===== config.mk =====
export PLATFORM = sky130hd
export DESIGN_NAME = ip_transport_header_parser_unit
export DESIGN_NICKNAME = d
export VERILOG_FILES = /design/src/sv/ithp_pkg.sv /design/src/sv/ithp_parse.sv /design/src/sv/ithp_out_buf.sv /design/src/sv/ip_transport_header_parser_unit.sv
export SDC_FILE = /design/constraint.sdc
export NUM_CORES = 2
export LEC_CHECK = 0
export BUFFER_PORTS_ARGS = -buffer_cell sky130_fd_sc_hd__buf_2
export CAP_MARGIN = 20
export CORE_MARGIN = 2
export CORE_UTILIZATION = 46
export CTS_BUF_LIST = sky130_fd_sc_hd__clkbuf_2
export DETAILED_ROUTE_END_ITERATION = 10
export HOLD_SLACK_MARGIN = 0.05
export SLEW_MARGIN = 20
export SYNTH_ARGS = -nofsm -noshare
export SYNTH_HDL_FRONTEND = slang
export SYNTH_HIERARCHICAL = 1
export SYNTH_SLANG_ARGS = --single-unit

===== constraint.sdc =====
create_clock -name clk -period 33.2 [get_ports clk]
set_clock_uncertainty 0.1 [all_clocks]
set_input_delay 6.64 -clock clk [delete_from_list [all_inputs] [get_ports clk]]
set_output_delay 6.64 -clock clk [all_outputs]
set_load 0.05 [all_outputs]

===== src/sv/ithp_pkg.sv =====
// Shared types and constants for the IP/transport header parser.
// Used by every module of the parser and by its checker; depends on nothing.
package ithp_pkg;

  localparam int MAX_FRAME_BYTES = 16384;
  localparam int CNT_W = 15;

  localparam logic [15:0] ET_IPV4 = 16'h0800;
  localparam logic [15:0] ET_IPV6 = 16'h86DD;
  localparam logic [7:0] PROTO_TCP = 8'd6;
  localparam logic [7:0] PROTO_UDP = 8'd17;

  localparam logic [CNT_W-1:0] COOKED_HDR_LEN = CNT_W'(16);
  localparam logic [CNT_W-1:0] ETH_HDR_LEN = CNT_W'(14);
  localparam logic [CNT_W-1:0] IPV6_HDR_LEN = CNT_W'(40);
  localparam logic [CNT_W-1:0] UDP_HDR_LEN = CNT_W'(8);

  // link types
  localparam logic [1:0] LINK_COOKED = 2'd0;
  localparam logic [1:0] LINK_ETH = 2'd1;
  localparam logic [1:0] LINK_RAW4 = 2'd2;
  localparam logic [1:0] LINK_RAW6 = 2'd3;

  // parse stages
  localparam logic [1:0] ST_LINK = 2'd0;
  localparam logic [1:0] ST_IP = 2'd1;
  localparam logic [1:0] ST_L4 = 2'd2;
  localparam logic [1:0] ST_FAIL = 2'd3;

  // result status
  localparam logic [2:0] STS_OK = 3'd0;
  localparam logic [2:0] STS_BAD_ETYPE = 3'd1;
  localparam logic [2:0] STS_BAD_L4 = 3'd2;
  localparam logic [2:0] STS_TRUNC = 3'd3;
  localparam logic [2:0] STS_BAD_IHL = 3'd4;

  typedef struct packed {
    logic [7:0] data_byte;
    logic       last_byte;
  } ithp_in_t;

  typedef struct packed {
    logic [2:0]       status;
    logic             is_ipv6;
    logic [7:0]       proto_id;
    logic [63:0]      src_addr_hi;
    logic [63:0]      src_addr_lo;
    logic [63:0]      dst_addr_hi;
    logic [63:0]      dst_addr_lo;
    logic [15:0]      src_port;
    logic [15:0]      dst_port;
    logic [CNT_W-1:0] payload_pos;
  } ithp_out_t;

  typedef struct packed {
    logic [CNT_W-1:0] byte_count;
    logic [1:0]       stage;
    logic [15:0]      ether_type;
    logic [CNT_W-1:0] l3_start;
    logic [CNT_W-1:0] l4_start;
    logic [CNT_W-1:0] payload_start;
    logic [3:0]       hdr_words;
    logic [7:0]       next_proto;
    logic [127:0]     src_addr;
    logic [127:0]     dst_addr;
    logic [31:0]      ports;
    logic [2:0]       err;
  } ithp_state_t;

endpackage


===== src/sv/ithp_parse.sv =====
// Per-byte parse step: next frame state and the result for a marked last byte.
// Purely combinational; uses ithp_pkg types and constants.
module ithp_parse (
  input  ithp_pkg::ithp_state_t state_i,
  input  logic [1:0]            link_type,
  input  ithp_pkg::ithp_in_t    in_i,
  output ithp_pkg::ithp_state_t state_o,
  output ithp_pkg::ithp_out_t   res_o
);

  always_comb begin
    ithp_pkg::ithp_state_t           s;
    logic [ithp_pkg::CNT_W-1:0]      p;
    logic [ithp_pkg::CNT_W-1:0]      off;
    logic [ithp_pkg::CNT_W:0]        len;
    logic [7:0]                      b;
    logic                            v6;
    logic                            src_we;
    logic                            dst_we;
    logic                            port_we;
    logic [3:0]                      src_idx;
    logic [3:0]                      dst_idx;
    logic [1:0]                      port_idx;
    logic [2:0]                      status;

    s = state_i;
    p = state_i.byte_count;
    b = in_i.data_byte;
    src_we = 1'b0;
    dst_we = 1'b0;
    port_we = 1'b0;
    src_idx = '0;
    dst_idx = '0;
    port_idx = '0;
    off = '0;

    // first byte: drop the previous frame's state
    if (p == '0) begin
      s = '0;
      s.stage = ithp_pkg::ST_LINK;
      unique case (link_type)
        ithp_pkg::LINK_COOKED: s.l3_start = ithp_pkg::COOKED_HDR_LEN;
        ithp_pkg::LINK_ETH:    s.l3_start = ithp_pkg::ETH_HDR_LEN;
        ithp_pkg::LINK_RAW4:   s.ether_type = ithp_pkg::ET_IPV4;
        ithp_pkg::LINK_RAW6:   s.ether_type = ithp_pkg::ET_IPV6;
        default:               s.ether_type = ithp_pkg::ET_IPV6;
      endcase
    end

    if (s.l3_start != '0) begin
      if (p == s.l3_start - ithp_pkg::CNT_W'(2)) begin
        s.ether_type[15:8] = b;
      end else if (p == s.l3_start - ithp_pkg::CNT_W'(1)) begin
        s.ether_type[7:0] = b;
      end
    end
    v6 = (s.ether_type == ithp_pkg::ET_IPV6);

    if (s.stage == ithp_pkg::ST_LINK && p == s.l3_start) begin
      if (s.ether_type == ithp_pkg::ET_IPV4 || v6) begin
        s.stage = ithp_pkg::ST_IP;
        if (v6) begin
          s.l4_start = s.l3_start + ithp_pkg::IPV6_HDR_LEN;
        end
      end else begin
        s.stage = ithp_pkg::ST_FAIL;
        s.err = ithp_pkg::STS_BAD_ETYPE;
      end
    end

    if (s.stage == ithp_pkg::ST_IP) begin
      off = p - s.l3_start;
      if (!v6) begin
        if (off == '0) begin
          s.hdr_words = b[3:0];
          if (s.hdr_words < 4'd5) begin
            s.stage = ithp_pkg::ST_FAIL;
            s.err = ithp_pkg::STS_BAD_IHL;
          end else begin
            s.l4_start = s.l3_start + ithp_pkg::CNT_W'({s.hdr_words, 2'b00});
          end
        end else if (off == ithp_pkg::CNT_W'(9)) begin
          s.next_proto = b;
        end else if (off >= ithp_pkg::CNT_W'(12) && off < ithp_pkg::CNT_W'(16)) begin
          // IPv4 addresses land in the low 32 bits, wire order
          src_we = 1'b1;
          src_idx = off[3:0];
        end else if (off >= ithp_pkg::CNT_W'(16) && off < ithp_pkg::CNT_W'(20)) begin
          dst_we = 1'b1;
          dst_idx = 4'(off[3:0] - 4'd4);
        end
      end else begin
        if (off == ithp_pkg::CNT_W'(6)) begin
          s.next_proto = b;
        end else if (off >= ithp_pkg::CNT_W'(8) && off < ithp_pkg::CNT_W'(24)) begin
          src_we = 1'b1;
          src_idx = 4'(off[3:0] - 4'd8);
        end else if (off >= ithp_pkg::CNT_W'(24) && off < ithp_pkg::CNT_W'(40)) begin
          dst_we = 1'b1;
          dst_idx = 4'(off[3:0] - 4'd8);
        end
      end
      if (s.stage == ithp_pkg::ST_IP && s.l4_start != '0 && p == s.l4_start) begin
        if (s.next_proto == ithp_pkg::PROTO_UDP) begin
          s.payload_start = s.l4_start + ithp_pkg::UDP_HDR_LEN;
          s.stage = ithp_pkg::ST_L4;
        end else if (s.next_proto == ithp_pkg::PROTO_TCP) begin
          s.stage = ithp_pkg::ST_L4;
        end else begin
          s.stage = ithp_pkg::ST_FAIL;
          s.err = ithp_pkg::STS_BAD_L4;
        end
      end
    end

    if (s.stage == ithp_pkg::ST_L4) begin
      off = p - s.l4_start;
      if (off < ithp_pkg::CNT_W'(4)) begin
        port_we = 1'b1;
        port_idx = off[1:0];
      end else if (off == ithp_pkg::CNT_W'(12) && s.next_proto == ithp_pkg::PROTO_TCP) begin
        s.payload_start = s.l4_start + ithp_pkg::CNT_W'({b[7:4], 2'b00});
      end
    end

    for (int i = 0; i < 16; i++) begin
      if (src_we && src_idx == 4'(i)) begin
        s.src_addr[8*(15-i) +: 8] = s.src_addr[8*(15-i) +: 8] | b;
      end
      if (dst_we && dst_idx == 4'(i)) begin
        s.dst_addr[8*(15-i) +: 8] = s.dst_addr[8*(15-i) +: 8] | b;
      end
    end
    for (int i = 0; i < 4; i++) begin
      if (port_we && port_idx == 2'(i)) begin
        s.ports[8*(3-i) +: 8] = s.ports[8*(3-i) +: 8] | b;
      end
    end

    len = {1'b0, p} + (ithp_pkg::CNT_W+1)'(1);
    if (s.stage == ithp_pkg::ST_FAIL) begin
      status = s.err;
    end else if (s.stage != ithp_pkg::ST_L4 || s.payload_start == '0 ||
                 {1'b0, s.payload_start} >= len) begin
      status = ithp_pkg::STS_TRUNC;
    end else begin
      status = ithp_pkg::STS_OK;
    end

    res_o = '0;
    res_o.status = status;
    if (status == ithp_pkg::STS_OK) begin
      res_o.is_ipv6 = v6;
      res_o.proto_id = s.next_proto;
      res_o.src_addr_hi = s.src_addr[127:64];
      res_o.src_addr_lo = s.src_addr[63:0];
      res_o.dst_addr_hi = s.dst_addr[127:64];
      res_o.dst_addr_lo = s.dst_addr[63:0];
      res_o.src_port = s.ports[31:16];
      res_o.dst_port = s.ports[15:0];
      res_o.payload_pos = s.payload_start;
    end

    // advance the byte counter, saturating on oversize frames; clear it on the last byte
    if (in_i.last_byte) begin
      s.byte_count = '0;
      s.stage = ithp_pkg::ST_LINK;
    end else if (p < ithp_pkg::CNT_W'(ithp_pkg::MAX_FRAME_BYTES - 1)) begin
      s.byte_count = p + ithp_pkg::CNT_W'(1);
    end

    state_o = s;
  end

endmodule


===== src/sv/ithp_out_buf.sv =====
// Two-entry result buffer: head register plus skid entry.
// Uses ithp_pkg::ithp_out_t.
module ithp_out_buf (
  input  logic                clk,
  input  logic                rst_n,
  input  logic                push,
  input  ithp_pkg::ithp_out_t push_data,
  output logic                can_push,
  output logic                out_valid,
  input  logic                out_ready,
  output ithp_pkg::ithp_out_t out_data
);

  logic                head_v_r;
  logic                head_v_nxt;
  logic                skid_v_r;
  logic                skid_v_nxt;
  ithp_pkg::ithp_out_t head_r;
  ithp_pkg::ithp_out_t head_nxt;
  ithp_pkg::ithp_out_t skid_r;
  ithp_pkg::ithp_out_t skid_nxt;
  logic                pop;

  assign pop = head_v_r && out_ready;
  assign can_push = !skid_v_r;
  assign out_valid = head_v_r;
  assign out_data = head_r;

  // push is only issued while the skid entry is empty
  always_comb begin
    head_v_nxt = head_v_r;
    skid_v_nxt = skid_v_r;
    head_nxt = head_r;
    skid_nxt = skid_r;
    if (push) begin
      if (!head_v_r || pop) begin
        head_nxt = push_data;
        head_v_nxt = 1'b1;
      end else begin
        skid_nxt = push_data;
        skid_v_nxt = 1'b1;
      end
    end else if (pop) begin
      if (skid_v_r) begin
        head_nxt = skid_r;
        skid_v_nxt = 1'b0;
      end else begin
        head_v_nxt = 1'b0;
      end
    end
  end

  always_ff @(posedge clk) begin
    if (!rst_n) begin
      head_v_r <= 1'b0;
      skid_v_r <= 1'b0;
    end else begin
      head_v_r <= head_v_nxt;
      skid_v_r <= skid_v_nxt;
    end
  end

  always_ff @(posedge clk) begin
    head_r <= head_nxt;
    skid_r <= skid_nxt;
  end

endmodule


===== src/sv/ip_transport_header_parser_unit.sv =====
// Top level of the IP/transport header parser.
// Instantiates ithp_parse and ithp_out_buf; uses ithp_pkg.
//
// Takes a frame one byte per cycle while in_ready is high, final byte marked,
// and reports one result per frame on that byte: status, address family,
// protocol, addresses, ports and payload offset. Each byte goes through one
// pass of compare-and-capture logic into the frame state registers. Results
// sit in a two-entry buffer; a result shows on out_valid the cycle after its
// last byte if the head entry is free or being read, else it waits in the
// skid entry. in_ready drops only while both entries are held by a stalled
// output. link_type is sampled at each frame's first byte; resets to Ethernet.
module ip_transport_header_parser_unit (
  input  logic                clk,
  input  logic                rst_n,
  input  logic                in_valid,
  output logic                in_ready,
  input  ithp_pkg::ithp_in_t  in_data,
  output logic                out_valid,
  input  logic                out_ready,
  output ithp_pkg::ithp_out_t out_data,
  input  logic                cfg_wr_en,
  input  logic [1:0]          cfg_wr_data
);

  logic [1:0]            link_type_r;
  ithp_pkg::ithp_state_t state_r;
  ithp_pkg::ithp_state_t state_nxt;
  ithp_pkg::ithp_out_t   res;
  logic                  in_fire;
  logic                  can_push;

  assign in_ready = can_push;
  assign in_fire = in_valid && in_ready;

  ithp_parse u_parse (
    .state_i   (state_r),
    .link_type (link_type_r),
    .in_i      (in_data),
    .state_o   (state_nxt),
    .res_o     (res)
  );

  ithp_out_buf u_out_buf (
    .clk       (clk),
    .rst_n     (rst_n),
    .push      (in_fire && in_data.last_byte),
    .push_data (res),
    .can_push  (can_push),
    .out_valid (out_valid),
    .out_ready (out_ready),
    .out_data  (out_data)
  );

  always_ff @(posedge clk) begin
    if (!rst_n) begin
      link_type_r <= ithp_pkg::LINK_ETH;
      state_r <= '0;
    end else begin
      if (cfg_wr_en) begin
        link_type_r <= cfg_wr_data;
      end
      if (in_fire) begin
        state_r <= state_nxt;
      end
    end
  end

endmodule


# After elaboration in Yosys (flattened, before gate mapping)
# Index checks and enable logic that the tools add are counted.
# totals
in_bits,16
elab_cells,359
out_inout_bits,317
regBits,1015
# op_classes
reduce_logical,72
n_eq_ne,56
muxes,135
magnitude_cmp,12
n_addsub,12
n_bitwise,37
# op_table
op,n
2-to-1 mux 315 bit,4
2-to-1 mux 381 bit,1
2-to-1 mux 8 bit,44
2-to-1 mux 312 bit,1
bitwise OR 8 bit,36
2-to-1 mux 15 bit,14
2-to-1 mux 4 bit,18
"equality test 4 bit, second input constant",16
equality test 15 bit,4
logical AND 1 bit,47
logical NOT 15 bit,3
"less-than comparator 15 x 5 -> 1 bit, second input constant",3
2-to-1 mux 42 bit,1
"equality test 4 x 3 -> 1 bit, second input constant",8
one-hot mux 16 bit (2 select lines),1
adder 15 x 6 -> 15 bit,2
"equality test 15 x 4 -> 1 bit, second input constant",2
">= comparator 15 x 4 -> 1 bit, second input constant",2
">= comparator 15 x 5 -> 1 bit, second input constant",2
2-to-1 mux 3 bit,10
nonzero test 15 bit,2
subtractor 15 bit,2
2-to-1 mux 1 bit,26
2-to-1 mux 2 bit,13
36 further kinds,62

# Longest topological paths before layout
# depth
depth_word,36
depth_mapped,66

# Hierarchy
# The synthesis kept the hierarchy.
# modules_own_cells
module,cells_each,n_inst,seq_area_each_um2,area_per_inst_um2
ithp_out_buf,993,1,18958.2,22959.5
ip_transport_header_parser_unit,1745,1,7667.4,14634.0
ithp_parse,2206,1,0.0,14625.3

# Least setup slack after synthesis
# OpenSTA, ideal clock, no wires.
# synth_path
path_type,input to register
from,input in_valid
to,"register u_out_buf.head_r, in the netlist u_out_buf/out_data[0], enable pin"
arrival_time_ns,20.610
slack_ns,11.492
path_buffers,4
required_time_ns,32.102
setup_time_ns,0.998
path_stages,7
cell_sequence,buf_2 buf_2 and3_1 buf_4 buf_8 a21oi_1 nor2_1
# synth_between
elab_chain_len,4
# synth_rtl
element,line_no,source
"start, declared",ip_transport_header_parser_unit.sv:15,"input logic in_valid,"
logical AND 1 bit *,ip_transport_header_parser_unit.sv:33,assign in_fire = in_valid && in_ready;
logical AND 1 bit *,ip_transport_header_parser_unit.sv:46,".push (in_fire && in_data.last_byte),"
inequality test 2 bit (no line) / nonzero test 2 bit (equally long branches),-,
AND reduction 3 bit (no line) *,-,
"end signal, assigned",ithp_out_buf.sv:64,head_r <= head_nxt;
"end, declared",ithp_out_buf.sv:18,ithp_pkg::ithp_out_t head_r;
# Mark *: on every way between the ends. The rest lies on a longest branch, timed or not.
# A chain may end at the register's enable or synchronous reset.

==> results_tabular.tex <==
\begin{tabular}{lr}
\hline
Metric & Value \\
\hline
\multicolumn{2}{l}{\textbf{Synthesis}} \\
Post-synthesis net count & 4994 \\
Mean area per synthesized cell & 10.6 µm² \\
Synthesized netlist cell count & 4916 \\
Number of synthesis warnings & 6 \\
Area of the mapped netlist & 0.0520 mm² \\
\multicolumn{2}{l}{\textbf{Global routing}} \\
Pin count of the biggest net entering global routing & 175 \\
Wire length of the first global-routing pass & 250000 µm \\
Number of antenna violations at the first check in global routing & 4 \\
Global route overflow & 0 \\
Overall routing resource usage & 27.6\% \\
Via count of the first global-routing pass & 40000 \\
\multicolumn{2}{l}{\textbf{Min path}} \\
Hold Crit Start & state\_r[286] \\
Hold Path Cell Cnt & 2 \\
Path type of the worst min-delay path & reg -> reg \\
\multicolumn{2}{l}{\textbf{Setup path}} \\
Total number of cells along the worst setup path & 46 \\
Most common cell on crit path & a21o\_1 \\
Cell with the biggest individual delay on the critical path & buf\_4 \\
Launch instance of the worst register-to-register path & state\_r[377] \\
Worst-case reg-to-reg path depth & 53 \\
Largest fanout on the critical path & 80 \\
Worst Path Class, Setup & in -> reg \\
Largest delay contributor family on the critical path & compound AO/OA/AOI/OAI gates \\
Critical Path End Type & flop \\
Highest cell delay on the worst timing path & 840 ps \\
Data arrival, critical path & 20560 ps \\
Type of origin of the critical path & input port \\
Beginning of the critical path & in\_data[3] \\
Total buffers and inverters traversed by the critical path & 7 \\
Critical path required time & 34450 ps \\
\multicolumn{2}{l}{\textbf{Place}} \\
GP Congestion & 0.951 \\
Placed wire-length estimate after detailed placement & 99000 µm \\
Number of port buffers & 332 \\
\multicolumn{2}{l}{\textbf{Detailed routing}} \\
Post-route ant nets & 0 \\
DRC marker count from the first detailed-route iteration & 4269 \\
Via/cell ratio & 6.10 \\
Residual DRC count & 0 \\
Final wirelength & 165000 µm \\
Count of TritonRoute iterations in the first routing pass & 6 \\
Routed wire length per instance & 24.0 µm \\
Number of vias after detailed routing & 41800 \\
\multicolumn{2}{l}{\textbf{Final layout}} \\
Post-Route Utilization & 50.2\% \\
Proportion of layout cells with a drive suffix above 1 & 24.6\% \\
Synth-to-Final Area Change & 8.39\% \\
Nets & 5226 \\
Leading cell type in the layout, fill and taps excluded & edfxtp\_1 \\
Most used cells in the layout excluding fill and tap cells & edfxtp\_1 (630), nand2\_1 (576), clkbuf\_2 (442) \\
\multicolumn{2}{l}{\textbf{STA}} \\
Tmin final & 19310 ps \\
Setup repair after global routing missed its margin & false \\
Endpoints failing setup & 0 \\
Final sum of negative setup slack & 0 ps \\
Slew of the pin with the lowest slew margin & 1200 ps \\
Highest Clock Rate & 0.0518 GHz \\
Final number of hold-violating endpoints & 0 \\
Number of max-slew violations in the final report & 0 \\
Max transition margin & 19.8\% \\
Post-route fraction of the period consumed by the critical path & 58.2\% \\
\multicolumn{2}{l}{\textbf{CTS}} \\
Maximum clock insertion buffer count & 4 \\
TritonCTS clock tree & built \\
Clk Latency, worst-skew pair & 1600 ps \\
Num CTS Buffers & 285 \\
Clock H-tree levels & 5 \\
Root buffer selected by CTS & clkbuf\_2 \\
Cts repair resizes & 0 \\
Clock edge transition at the registers on the reported setup and hold paths & 90 ps \\
Post-CTS Repair Setup Buffers & 0 \\
Hold buffer count at CTS & 0 \\
CTS sink count & 1011 \\
\multicolumn{2}{l}{\textbf{Floorplan}} \\
Die Span X & 340 µm \\
Area of the core & 0.112 mm² \\
Number of top-level design ports & 333 \\
Std-Cell Rows & 123 \\
Starting Density & 46.3\% \\
Height of the chip & 340 µm \\
Die area & 0.116 mm² \\
\multicolumn{2}{l}{\textbf{Power and ir drop}} \\
Leakage & 20.0 nW \\
Sw power & 0.000755 W \\
Clock network fraction of total power & 35.5\% \\
Design internal power & 0.00180 W \\
PwrDens & 45.2 mW/mm² \\
Net switching share of the total power & 29.6\% \\
Sequential cell fraction of total power & 53.5\% \\
Logic pwr share & 11.0\% \\
Peak supply drop & 0.0264 mV \\
\multicolumn{2}{l}{\textbf{Run status}} \\
Outcome & finished, final reports clean \\
\multicolumn{2}{l}{\textbf{Flow run}} \\
Number of max-cap violations & 0 \\
\hline
\end{tabular}
## sequential cells by signal (all words and copies together), names as in the netlist
signal / flops
u_out_buf/out_valid: 1
u_out_buf/skid_v_r: 1
u_out_buf/skid_r: 315
state_r: 377
u_out_buf/out_data: 315
link_type_r: 2
## stage by stage
step	power, W	hold WS (ps)	cells	cell area (µm²)	setup WS, ps
floorplan	0.00161	327	4916	52000	11490
global placement	0.00167	336	6361	53900	12840
detailed placement	0.00167	344	6361	53900	12680
CTS	0.00258	346	6850	56400	14310
global route	0.00266	379	6854	56400	13210
finish	0.00255	353	6854	56400	13890
## worst register-to-register path: cells and delay by family, from the launching register on
| family | cells | cell delay (ps) |
|---|---|---|
| flops | 1 | 320 |
| buf+inv | 5 | 2350 |
| mux | 3 | 950 |
| simple gates | 15 | 6440 |
| xor+xnor | 1 | 190 |
| fa+ha+maj | 3 | 1280 |
| compound gates | 26 | 6360 |
## routing by layer
metal / global-route usage (%) / up-vias / routed length, µm
met5: 0 / - / 13
met4: 9.09 / 2 / 4290
met3: 5.40 / 247 / 12500
met2: 42.6 / 1805 / 75200
met1: 38.9 / 20600 / 72800
li1: - / 19100 / -
## power by group through the flow
| stage | clock network, W | logic, W | registers, W |
|---|---|---|---|
| final | 0.000905 | 0.000282 | 0.00136 |
| after global routing | 0.000999 | 0.000297 | 0.00137 |
| after CTS | 0.000933 | 0.000279 | 0.00137 |
| after detailed placement | 0 | 0.000279 | 0.00139 |
| after global placement | 0 | 0.000279 | 0.00139 |
| after floorplan | 0 | 0.000145 | 0.00146 |
## worst paths after layout
path | endpoint | slack [ps]
hold reg to reg | state_r[286] | 350
hold / removal | state_r[286] | 350
setup / recovery | u_out_buf/out_data[101] | 13890
setup reg to reg | u_out_buf/out_data[101] | 15110
## area by class of cell
| cell class | count | area [µm²] |
|---|---|---|
| fill | 10400 | 56000 |
| sequential | 1011 | 26500 |
| multi-input combinational | 3357 | 22800 |
| timing repair buffer | 414 | 2350 |
| clock buffer | 442 | 2210 |
| tap | 1500 | 1880 |
| inverter | 79 | 309 |
| clock inverter | 47 | 294 |
| antenna | 4 | 10.0 |
Power figures use the tool's default switching activity.
